$ cat src/hdl/rfc_ram.sv
// Generic single-port byte RAM with registered read data.
`default_nettype none
module rfc_ram #(
  parameter int DEPTH = 256,
  localparam int AW = $clog2(DEPTH)
) (
  input  wire logic          clk,
  input  wire logic          rd,
  input  wire logic          wr,
  input  wire logic [AW-1:0] addr,
  input  wire logic [7:0]    wdata,
  output logic      [7:0]    rdata
);

  logic [7:0] mem [0:DEPTH-1];
  logic [7:0] rdata_r;

  always_ff @(posedge clk) begin
    if (wr) begin
      mem[addr] <= wdata;
    end else if (rd) begin
      rdata_r <= mem[addr];
    end
  end

  assign rdata = rdata_r;

endmodule
`default_nettype wire

$ cat config.mk
export PLATFORM = sky130hd
export DESIGN_NAME = rfc_ram
export DESIGN_NICKNAME = d
export VERILOG_FILES = /design/src/hdl/rfc_ram.sv
export SDC_FILE = /design/constraint.sdc
export NUM_CORES = 2
export LEC_CHECK = 0
export BUFFER_PORTS_ARGS = -buffer_cell sky130_fd_sc_hd__buf_2
export CAP_MARGIN = 10
export CORE_MARGIN = 8
export CORE_UTILIZATION = 45
export CTS_BUF_LIST = sky130_fd_sc_hd__clkbuf_8 sky130_fd_sc_hd__clkbuf_16
export DETAILED_ROUTE_END_ITERATION = 10
export MAX_ROUTING_LAYER = met4
export PLACE_DENSITY_LB_ADDON = 0.08
export RECOVER_POWER = 100
export SETUP_SLACK_MARGIN = 0.05
export SYNTH_ARGS = -nofsm -noshare
export SYNTH_HDL_FRONTEND = slang
export SYNTH_SLANG_ARGS = --single-unit
$ cat constraint.sdc
create_clock -name clk -period 3.3 [get_ports clk]
set_input_delay 0.33 -clock clk [delete_from_list [all_inputs] [get_ports clk]]
set_output_delay 0.33 -clock clk [all_outputs]
set_load 0.1 [all_outputs]
=== Word level (Yosys, flattened, before mapping) ===
Memory sizes are Yosys's and may differ from the RTL's. A register that Yosys moved wholly into a read port is not among the register bits.
Index checks and enable logic that the tools add are counted.

* Register bits after elaboration: 0
* Memory bits (writable): 2048
* Input port bits: 19
* Output and inout bits: 8
* Word-level logic and storage cells: 5
* Memories kept: 1

{| class="wikitable"
|+ Memory list
! name !! depth !! width !! rd ports !! clocked after Yosys merged registers in !! write ports !! RTL line !! source
|-
| mem || 256 || 8 || 1 || 1 || 1 || 15 || <nowiki>logic [7:0] mem [0:DEPTH-1];</nowiki>
|}

* Muxes and demuxes: 2
* Bitwise gates (word level): 1
* Reduce and logical (&&, ||, !) cells: 1

{| class="wikitable"
|+ Operators by type and width
! cell !! number
|-
| two-way mux 1 bit || 2
|-
| AND reduction 2 bit || 1
|-
| inverter 1 bit || 1
|}

=== Logic depth before layout (Yosys ltp) ===
* Word-level depth: 2
* Gate-level depth with buffers: 9
* Gate-level depth less buffers: 5

=== Worst setup path before layout ===
Ideal clock, no wire load.

* Path type: input -> register
* Start point: input addr[3]
* End point: memory mem[105][0], enable pin
* Library setup time: 0.370 ns
* Data arrival time: 2.145 ns
* Data required time: 2.930 ns
* Slack: 0.785 ns
* Stages: 8
* Buffers on the path: 5
* Path through: clkbuf_1 nor2b_1 buf_2 clkbuf_1 clkbuf_1 nand3_1 clkbuf_1 nor2_1

{| class="wikitable"
|+ RTL lines
! item !! RTL line !! source
|-
| start, declared || 10 || <nowiki>input wire logic [AW-1:0] addr,</nowiki>
|-
| end, declared || 15 ||
|}

No word-level cell before the write port.

=== Worst setup path after layout ===
* Start point: input addr[1]
* End point: memory mem[187][3], enable pin

No word-level cell before the write port.

==> metrics.txt <==
status finished with violations; failing checks max-capacitance violations, max-slew violations; worst-skew pair later-pin latency 0.84 ns; Primary FF master, synth edfxtp_1; Max stage delay on crit path 0.73 ns; Rows 153; Hold Buf Count CTS 6; fin nets 4094; commonest non-fill, non-tap cell in the layout edfxtp_1; clk_skew 0.0300 ns; number of synthesized flops with an enable pin 2056; average cell area after synthesis 22.1 um2; clk sink count 2056; IO Pins 27; Die Wd 434 um; number of global-route vias before repair 40402; Filler Cell Count 13683; dpl ws -0.779 ns; cell count after synthesis 3547; cell with the largest stage delay on the worst path clkbuf_1; Yosys warnings 0; ranking of synthesized cells by area edfxtp_1 79%, mux4_2 15%, a22oi_1 2.4%; post-synthesis register bit count 2056; Buffers on Ports 26; final core utilization 52.2%; Synthesized Nets 3566; Placer Congestion 0.815; post-synthesis sequential area ratio 78.6%; met3 wire length 11200 um; final hold violations 0; Mapped Area 78600 um2; Via Count 38747; die height 434 um; number of H-tree levels 4; Yosys top cell by area edfxtp_1; final WL 204000 um; fraction of registers with async set/reset 0%; Power Density 602 nW/um2; post-synth top area share 78.6%; RSZ-0062 raised after global routing false; PostCTS Resize Cnt 0; first-pass GRT wire length 296000 um; largest net degree at the start of global routing 119; CP Cell Sequence buf_8, clkbuf_1, nand2_1, nor2_1, nand2_1, clkbuf_1, nor2_1, clkbuf_1; Hold Path Class in2reg; Critical Path RT 3.76 ns; Root Driver clkbuf_16; vias per cell 5.89; most frequent cell on the critical path clkbuf_1; CP Class in2reg; remaining antenna violation count 0; worst path bufs/invs 4; maximum resistive drop on vdd 0.572 mV; Period minus WS final 3.22 ns; Worst setup EP type register; met2 routed WL 101000 um; hpwl dp 129000 um; number of max-cap violations 11; Inserted Clock Buffers 207; CTS Buffer Depth 3; Leakage 0.0278 uW; crit path DAT 3.68 ns; setup ws final 0.0831 ns; commonest cells after routing, fill and taps aside 2056 x edfxtp_1, 512 x mux4_2, 294 x clkbuf_1; initial core utilization 45.2%; overall routing resource usage 22.4%; Max FO, Critical Path 30; startpoint types primary input; CTS tree yes; Slew Limit Fails 734; M1 WL 84900 um; family with the most delay on the worst path buffers and inverters; Finish-stage setup viols 0; residual DRC count 0; FMAX 311 MHz; relative slew slack -105%; DR WL/cell 31.0 um; antenna violations before repair 5; Hold Slack 0.258 ns; Synth cell types 20; Final Cycle Share 97.5%; die area 188000 um2; ratio of cells with drive above 1 in the final layout 25.0%; buffers inserted by post-CTS timing repair 0; total gr overflow 0; CTS clk-pin slew, worst paths 0.06 ns; Initial DRT Pass Iterations 5; worst slew pin tran 3.08 ns; 1st-iter DRT viols 4053; Top Metal Used met4; core outline area 174000 um2; Layout area overhead 15.3%
-- worst paths after layout --
path / startpoint / end / slack (ns) / cells after the start
hold reg to reg: mem[218][0] / rdata[0] / 1.06 / 5
setup / recovery: addr[1] / mem[187][3] / 0.08 / 8
hold / removal: addr[6] / rdata[1] / 0.26 / 4
setup reg to reg: mem[127][3] / rdata[3] / 0.14 / 6
-- cell families after synthesis --
logic type,after synthesis,synth area share (%)
AO/OA/AOI/OAI,416,3.62
buffers and inverters,233,1.38
flip-flops,2056,78.6
multiplexers,512,14.7
AND/OR/NAND/NOR,330,1.73
-- layer usage --
metal  vias to the layer above  global-route usage (%)
li1                      16183                       -
met1                     20997                    30.1
met2                      1257                    35.9
met3                       310                    3.24
met4                         0                    6.88
met5                         -                       -
-- synthesized netlist by cell type (20+ instances only) --
| library cell | instances |
|---|---|
| buf_1 | 26 |
| nor3_1 | 33 |
| nor2_1 | 229 |
| clkbuf_1 | 138 |
| o41ai_1 | 32 |
| buf_2 | 36 |
| nand2_1 | 29 |
| a21oi_1 | 128 |
| mux4_2 | 512 |
| a22oi_1 | 256 |
| buf_4 | 20 |
| edfxtp_1 | 2056 |
-- power breakdown --
part           switching, uW  total, uW  internal [uW]
clock                   9640      23100          13400
combinational           1690       2630            939
sequential              19.4      28800          28800
total                  11300      54500          43200
-- sequential cells by signal, indices dropped and copies added (netlist names) --
signal / flops
mem: 2048
rdata: 8
-- area by class of cell --
type / instances / area [um2] / area share (%)
clock buffer: 210 / 5260 / 5.80
antenna: 3 / 7.51 / 0.00829
tap: 2325 / 2910 / 3.21
timing repair buffer: 551 / 3510 / 3.87
sequential: 2056 / 61700 / 68.1
multi-input combinational: 1258 / 15800 / 17.4
inverter: 1 / 3.75 / 0.00414
clock inverter: 169 / 1430 / 1.57
-- worst min-delay path, stage by stage --
cell and delay, ns:
buf_2 0.12, and2_1 0.25, o41ai_1 0.13, nand4_1 0.09
-- stage by stage --
| stage | std cells | TNS (ns) | total power (uW) | area [um2] |
|---|---|---|---|---|
| finish | 6573 | 0 | 54500 | 90600 |
| global route | 6571 | 0 | 56100 | 90600 |
| CTS | 6570 | 0 | 55100 | 91900 |
| detailed placement | 6185 | -3.67 | 32100 | 85200 |
| global placement | 6183 | -4.86 | 32000 | 85200 |
| floorplan | 3547 | 0 | 30700 | 78600 |
No activity file was read; power rests on OpenSTA's default activity.
