<file path="src/hdl/rfc_pkg.sv">
// Package with the constants, codes and shared types of the RAM-file I/O card block.
`default_nettype none
package rfc_pkg;

  // Card sizes in bytes.
  localparam int CARD_A_BYTES    = 65536;
  localparam int CARD_B_BYTES    = 32768;
  localparam int EXPANSION_BYTES = 327680;

  // Pointer widths.
  localparam int A_PTR_W = 16;
  localparam int B_PTR_W = 15;
  localparam int X_PTR_W = 19;

  // Memory index widths.
  localparam int A_AW = $clog2(CARD_A_BYTES);
  localparam int B_AW = $clog2(CARD_B_BYTES);
  localparam int X_AW = $clog2(EXPANSION_BYTES);

  // Bus access kinds.
  localparam logic FUNC_READ  = 1'b0;
  localparam logic FUNC_WRITE = 1'b1;

  // Decoded low address bytes.
  localparam logic [7:0] PORT_A_DATA = 8'hEA;
  localparam logic [7:0] PORT_A_PTR  = 8'hEB;
  localparam logic [7:0] PORT_B_PTRH = 8'hF8;
  localparam logic [7:0] PORT_B_PTRL = 8'hF9;
  localparam logic [7:0] PORT_B_WDAT = 8'hFA;
  localparam logic [7:0] PORT_X_PTR0 = 8'h00;
  localparam logic [7:0] PORT_X_PTR1 = 8'h01;
  localparam logic [7:0] PORT_X_PTR2 = 8'h02;
  localparam logic [7:0] PORT_X_DATA = 8'h03;

  // Source of the read data in the result stage.
  localparam logic [1:0] SEL_IMM = 2'd0;
  localparam logic [1:0] SEL_A   = 2'd1;
  localparam logic [1:0] SEL_B   = 2'd2;
  localparam logic [1:0] SEL_X   = 2'd3;

  typedef struct packed {
    logic            rd;
    logic            wr;
    logic [A_AW-1:0] addr;
    logic [7:0]      wdata;
  } a_req_t;

  typedef struct packed {
    logic            rd;
    logic            wr;
    logic [B_AW-1:0] addr;
    logic [7:0]      wdata;
  } b_req_t;

  typedef struct packed {
    logic            rd;
    logic            wr;
    logic [X_AW-1:0] addr;
    logic [7:0]      wdata;
  } x_req_t;

  // Result bookkeeping carried to the result stage.
  typedef struct packed {
    logic       hit;
    logic [1:0] sel;
    logic [7:0] imm;
  } res_t;

endpackage
`default_nettype wire

</file>
<file path="src/hdl/rfc_ctrl.sv">
// Port decoder and pointer registers of the three cards.
`default_nettype none
module rfc_ctrl (
  input  wire logic          clk,
  input  wire logic          rst_n,
  input  wire logic          advance,
  input  wire logic          func,
  input  wire logic [7:0]    port,
  input  wire logic [7:0]    high_byte,
  input  wire logic [7:0]    write_data,
  output rfc_pkg::a_req_t    a_req,
  output rfc_pkg::b_req_t    b_req,
  output rfc_pkg::x_req_t    x_req,
  output rfc_pkg::res_t      res
);
  import rfc_pkg::*;

  logic [A_PTR_W-1:0] a_ptr_r, a_ptr_nxt;
  logic [B_PTR_W-1:0] b_ptr_r, b_ptr_nxt;
  logic [X_PTR_W-1:0] x_ptr_r, x_ptr_nxt;
  logic [X_PTR_W-1:0] x_fold;
  logic a_acc, b_acc, x_acc;

  // The expansion pointer folds back by one card size before a data access.
  assign x_fold = (x_ptr_r >= X_PTR_W'(EXPANSION_BYTES)) ?
                  x_ptr_r - X_PTR_W'(EXPANSION_BYTES) : x_ptr_r;

  always_comb begin
    a_ptr_nxt = a_ptr_r;
    b_ptr_nxt = b_ptr_r;
    x_ptr_nxt = x_ptr_r;
    a_acc     = 1'b0;
    b_acc     = 1'b0;
    x_acc     = 1'b0;
    res       = '{hit: 1'b0, sel: SEL_IMM, imm: 8'h00};
    if (func == FUNC_WRITE) begin
      case (port)
        PORT_A_DATA: begin
          a_acc     = 1'b1;
          a_ptr_nxt = a_ptr_r + 1'b1;
        end
        PORT_A_PTR:  a_ptr_nxt = {high_byte, write_data};
        PORT_B_PTRH: b_ptr_nxt = {write_data[6:0], b_ptr_r[7:0]};
        PORT_B_PTRL: b_ptr_nxt = {b_ptr_r[14:8], write_data};
        PORT_B_WDAT: begin
          b_acc     = 1'b1;
          b_ptr_nxt = b_ptr_r + 1'b1;
        end
        PORT_X_PTR0: x_ptr_nxt = {x_ptr_r[18:8], write_data};
        PORT_X_PTR1: x_ptr_nxt = {x_ptr_r[18:16], write_data, x_ptr_r[7:0]};
        PORT_X_PTR2: x_ptr_nxt = {write_data[2:0], x_ptr_r[15:0]};
        PORT_X_DATA: begin
          x_acc     = 1'b1;
          x_ptr_nxt = x_fold + 1'b1;
        end
        default: ;
      endcase
    end else begin
      case (port)
        PORT_A_DATA: begin
          a_acc     = 1'b1;
          a_ptr_nxt = a_ptr_r + 1'b1;
          res.hit   = 1'b1;
          res.sel   = SEL_A;
        end
        PORT_A_PTR: begin
          res.hit = 1'b1;
          res.imm = a_ptr_r[7:0];
        end
        PORT_B_PTRH: begin
          b_ptr_nxt = '0;
          res.hit   = 1'b1;
        end
        PORT_B_PTRL: begin
          b_acc     = 1'b1;
          b_ptr_nxt = b_ptr_r + 1'b1;
          res.hit   = 1'b1;
          res.sel   = SEL_B;
        end
        PORT_X_DATA: begin
          x_acc     = 1'b1;
          x_ptr_nxt = x_fold + 1'b1;
          res.hit   = 1'b1;
          res.sel   = SEL_X;
        end
        default: ;
      endcase
    end
  end

  assign a_req = '{rd: advance && a_acc && (func == FUNC_READ),
                   wr: advance && a_acc && (func == FUNC_WRITE),
                   addr: a_ptr_r[A_AW-1:0], wdata: write_data};
  assign b_req = '{rd: advance && b_acc && (func == FUNC_READ),
                   wr: advance && b_acc && (func == FUNC_WRITE),
                   addr: b_ptr_r[B_AW-1:0], wdata: write_data};
  assign x_req = '{rd: advance && x_acc && (func == FUNC_READ),
                   wr: advance && x_acc && (func == FUNC_WRITE),
                   addr: x_fold[X_AW-1:0], wdata: write_data};

  always_ff @(posedge clk) begin
    if (!rst_n) begin
      a_ptr_r <= '0;
      b_ptr_r <= '0;
      x_ptr_r <= '0;
    end else if (advance) begin
      a_ptr_r <= a_ptr_nxt;
      b_ptr_r <= b_ptr_nxt;
      x_ptr_r <= x_ptr_nxt;
    end
  end

endmodule
`default_nettype wire

</file>
<file path="config.mk">
export PLATFORM = sky130hd
export DESIGN_NAME = rfc_ctrl
export DESIGN_NICKNAME = d
export VERILOG_FILES = /design/src/hdl/rfc_pkg.sv /design/src/hdl/rfc_ctrl.sv
export SDC_FILE = /design/constraint.sdc
export NUM_CORES = 1
export LEC_CHECK = 0
export BUFFER_PORTS_ARGS = -buffer_cell sky130_fd_sc_hd__buf_4
export CORE_UTILIZATION = 57
export CTS_CLUSTER_SIZE = 8
export DETAILED_ROUTE_END_ITERATION = 8
export PLACE_DENSITY_LB_ADDON = 0.12
export SETUP_SLACK_MARGIN = 0.02
export SYNTH_ARGS = -nofsm -noshare
export SYNTH_HDL_FRONTEND = slang
export SYNTH_SLANG_ARGS = --single-unit
</file>
<file path="constraint.sdc">
create_clock -name clk -period 7 [get_ports clk]
set_input_delay 0.35 -clock clk [delete_from_list [all_inputs] [get_ports clk]]
set_output_delay 0.35 -clock clk [all_outputs]
set_load 0.05 [all_outputs]
</file>
**Yosys cells after proc, flatten, opt, wreduce, memory -nomap -nowiden**

Cells that the tools add are included.

- Output and inout bits: 91
- Register bits: 50

- Mux-type cells: 19
- Bitwise logic cells: 1
- Order comparisons: 1
- Eq/ne operators: 13
- Reduce and logical (&&, ||, !) cells: 23
- Add/sub/neg operators: 4

Operators by type and width:

| operator | count |
|---|---|
| $pmux 19 s4 | 1 |
| $mux 19 | 3 |
| $pmux 15 s3 | 1 |
| $eq 8x8->1 const B | 5 |
| $mux 16 | 2 |
| $pmux 16 s2 | 1 |
| $pmux 15 s2 | 1 |
| $add 19x1->19 const B | 1 |
| $ge 19x19->1 const B | 1 |
| $sub 19x19->19 const B | 1 |
| $add 16x1->16 const B | 1 |
| $eq 8x2->1 const B | 2 |
| $add 15x1->15 const B | 1 |
| $mux 15 | 1 |
| $reduce_and 5->1 | 3 |
| $mux 11 | 1 |
| $ne 2x2->1 const B | 5 |
| $logic_and 1x1->1 | 9 |
| $eq 8x1->1 const B | 1 |
| $logic_not 8->1 | 1 |
| $mux 8 | 1 |
| $reduce_and 4->1 | 2 |
| $mux 1 | 6 |
| $pmux 2 s3 | 1 |
| other kinds (6) | 9 |

**Logic depth before layout (Yosys ltp)**

- Depth in word-level cells: 5
- Mapped depth: 8
- Gate-level depth less buffers: 7

**Worst setup path after synthesis**

Ideal clock, no wire load.

- Path type: register to register
- Start: register x_ptr_r[8]
- End: register x_ptr_r[16]
- Setup slack: 3,980 ps
- Path buffers: 0
- Arrival: 2,898 ps
- Cell stages (with the launch flop): 6
- Period minus slack after synthesis: 3,020 ps
- Setup time: 122 ps
- Data required time: 6,878 ps
- Cell sequence: dfxtp_1 > or4_4 > or3_4 > o31ai_1 > mux2i_1 > a21oi_1

RTL lines:

| item | line | RTL |
|---|---|---|
| from (decl) | rfc_ctrl.sv:20 | `logic [X_PTR_W-1:0] x_ptr_r, x_ptr_nxt;` |
| from (signal assigned) | rfc_ctrl.sv:109 | `x_ptr_r <= x_ptr_nxt;` |

==> summary.md <==
| Metric | Value |
|---|---|
| Clk_lat worst skew | `310 ps` |
| Yosys cell types | `56` |
| Tcrit/Tclk final | `38.1%` |
| Setup CP Type | `reg2out` |
| Slew margin rel. | `a little over a quarter` |
| First-pass GRT wire length | `between 20000 and 25000 µm` |
| Initial antenna violation count | `0` |
| Die width | `around 86 µm` |
| Routed Wire Length | `between 10000 and 15000 µm` |
| Synth warn | `0` |
| Area of the multi-input gates | `about 0.0026 mm²` |
| Post-synthesis cell area | `~0.004 mm²` |
| Num CTS Buffers | `5` |
| PwrDens | `between 100 and 150 mW/mm²` |
| Clock buffer depth | `2` |
| Tightest Pin Transition | `about 1100 ps` |
| Post-synthesis sequential area ratio | `24.8%` |
| Post-synth EDFFs | `0` |
| Num Clock Sinks | `50` |
| FF-to-FF Start | `x_ptr_r[8]` |
| Final-stage net count | `between 600 and 700` |
| H-tree depth | `2` |
| Synth-to-Final Area Change | `17.5%` |
| Final Max Tran Viols | `0` |
| Root Buffer | `clkbuf_8` |
| Status | `finished, final reports clean` |
| Critical R2R Capture | `x_ptr_r[18]` |
| Largest net degree at the start of global routing | `32` |
| Tot Pwr | `a little under 0.0006 W` |
| Detailed Route Iter0 Violations | `371` |
| TNS Setup | `0 ps` |
| Startpoint Class | `flip-flop` |
| Worst Setup SP | `x_ptr_r[8]` |
| Fillers | `approximately 600` |
| DP HPWL | `9350 µm` |
| Arr. time, crit path | `2320 ps` |
| Worst path required time | `6650 ps` |
| # IOs | `119` |
| ANT cells | `0` |
| Gp weighted congestion | `0.951` |
| Antenna Nets Post-Route | `0` |
| Number of cell rows | `30` |
| DR WL/cell | `roughly 18 µm` |
| Vias | `approximately 4.8k` |
| Post-synthesis cell count | `approximately 570` |
| IO buf count | `about 120` |
| Vias/cell | `about 6.7` |
| Vias in the first global route | `~4.1k` |
| Core ar. | `about 0.0068 mm²` |
| #FFs+latches synth | `50` |
| RSZ-0062 raised after global routing | `no` |
| Clock transition at path regs | `100 ps` |
| GR Overflow Total | `0` |
| Cells on worst reg2reg path | `5` |
| Hold WC Path Type | `in2reg` |
| Final Hold Violating Endpoints | `0` |
| Setup Viol. Count Final | `0` |
| CTS Hold Bufs | `0` |
| Leak | `around 1.8 nW` |
| VDD IR max | `0.0881 mV` |
| Number of remaining DRC errors | `0` |
| Die Y | `around 86 µm` |
| CP max FO | `8` |
| Async SR Flop Fraction | `0%` |
| Initial Utilization | `59.2%` |
| Synth Net Count | `roughly 600` |
| FF-to-FF setup slack | `4610 ps` |
| Fmax | `375 MHz` |
| Total global-route track usage | `about 34%` |
| Setup crit end | `x_req[24]` |
| Setup bufs post-CTS | `0` |
| DIE AREA | `0.00743 mm²` |
| Pre-antenna DRT Iters | `7` |
| FF+latch area | `0.00100 mm²` |
| Post-layout min period | `about 2700 ps` |
| Layout cells sized above 1 | `between 20% and 30%` |
| Synth Area per Inst | `between 7 and 8 µm²` |
| Setup Skew | `roughly 10 ps` |
| Min-delay src | `write_data[1]` |
| Top_reg_cell synth | `dfxtp_1` |
| Post-CTS Resized | `0` |
| TritonCTS clock tree | `done` |
| Max-cap violation count | `0` |
| Critical Path Sink Type | `primary output` |
## kinds of logic after synthesis
family / count (synthesis) / share of synthesized area, %
mux: 2 / 0.495
xor+xnor: 4 / 0.867
flops: 50 / 24.8
simple gates: 236 / 31.0
fa+ha+maj: 6 / 1.86
compound gates: 180 / 29.0
buf+inv: 89 / 12.0
## worst max-delay path, cell delays in order (launching register included)
cell and delay, ps:
dfxtp_1 400, or4_4 570, or3_4 350, o31ai_1 410, buf_4 280
## where the power goes
group | internal, W | switching [W] | total [W]
Combinational | 0.0000284 | 0.0000700 | 0.0000984
Clock | 0.000100 | 0.000101 | 0.000202
Sequential | 0.000284 | 0.000000435 | 0.000285
Total | 0.000413 | 0.000172 | 0.000585
## state kept, by name (all words and copies together) (netlist names)
name / flops
x_ptr_r: 19
a_ptr_r: 16
b_ptr_r: 15
## cell usage in the layout (no fill, tap or decap), drive strengths merged, types with 3 or more instances in the layout
master | synthesis | routed
buf | 41 | 120
nand2 | 51 | 51
dfxtp | 50 | 50
a21oi | 45 | 45
o21ai | 39 | 39
nor2 | 38 | 38
nand3 | 29 | 29
nor3 | 19 | 19
nor4 | 17 | 17
nand4 | 16 | 16
inv | 15 | 15
and3 | 15 | 15
a31oi | 14 | 14
o22ai | 13 | 13
a211oi | 12 | 12
and2 | 11 | 11
and4 | 8 | 8
o32ai | 8 | 8
clkbuf | 32 | 8
o32a | 7 | 7
o211ai | 6 | 6
a22oi | 6 | 6
ha | 6 | 6
or4 | 6 | 6
nor2b | 5 | 5
o21a | 5 | 5
nor3b | 5 | 5
o31a | 4 | 4
or2 | 4 | 4
or3 | 4 | 4
o31ai | 3 | 3
nand2b | 3 | 3
xnor2 | 3 | 3
## routing by layer
| metal | wire (µm) | global-route usage (%) | vias to the layer above |
|---|---|---|---|
| met5 | 0 | 0 | - |
| met3 | 1280 | 3.90 | 39 |
| met1 | 5050 | 44.5 | 2241 |
| met4 | 377 | 14.4 | 0 |
| met2 | 6530 | 57.9 | 313 |
| li1 | - | - | 2214 |
## final cells by class
| type | count | share of cell area, % |
|---|---|---|
| Inverter | 16 | 1.26 |
| Multi-Input combinational cell | 428 | 53.8 |
| Tap cell | 96 | 2.53 |
| Clock buffer | 8 | 2.32 |
| Sequential cell | 50 | 21.1 |
| Timing Repair Buffer | 120 | 19.0 |
## synth_stat cells (3+ instances only)
cell      count  area, µm²
o22ai_1      13       81.3
o32a_1        7       70.1
o32ai_1       8       70.1
or3_1         3       18.8
xnor2_1       3       26.3
nand2b_1      3       18.8
and2_1       11       68.8
buf_4        40        300
or4_1         4       30.0
ha_1          6       75.1
o21a_1        5       37.5
nor4_1       17        106
o211ai_1      6       45.0
nor3_1       19       95.1
inv_1        15       56.3
o21ai_0      39        195
o31ai_1       3       22.5
nand3_1      29        145
a31oi_1      14       87.6
nor3b_1       5       37.5
and3_1       15       93.8
a22oi_1       6       45.0
dfxtp_1      50       1000
nor2b_1       5       31.3
clkbuf_1     32        120
and4_1        8       70.1
o31a_1        4       35.0
nor2_1       38        143
nand4_1      16        100
or2_2         4       25.0
nand2_1      51        191
a21oi_1      45        225
a211oi_1     12       90.1
## worst min-delay path by stage
stage                        endpoint  slack [ps]  cells after the start
final                      a_ptr_r[1]         340                      3
after global placement    a_ptr_r[14]         490                      2
after detailed placement  a_ptr_r[14]         490                      2
after global routing       a_ptr_r[8]         360                      3
after floorplan           x_ptr_r[15]         490                      2
after CTS                  a_ptr_r[1]         340                      3
## per-stage QoR
step / util, % / hold slack [ps] / setup WS, ps / cells / area [µm²]
after detailed placement: 67.9 / 492 / 4240 / 710 / 4640
final: 69.5 / 343 / 4330 / 718 / 4750
after CTS: 69.5 / 342 / 4330 / 718 / 4750
after global placement: 67.9 / 489 / 4370 / 710 / 4640
after global routing: 69.5 / 358 / 4260 / 718 / 4750
after floorplan: - / 486 / 3980 / 567 / 4040
No activity file was read; power rests on OpenSTA's default activity.
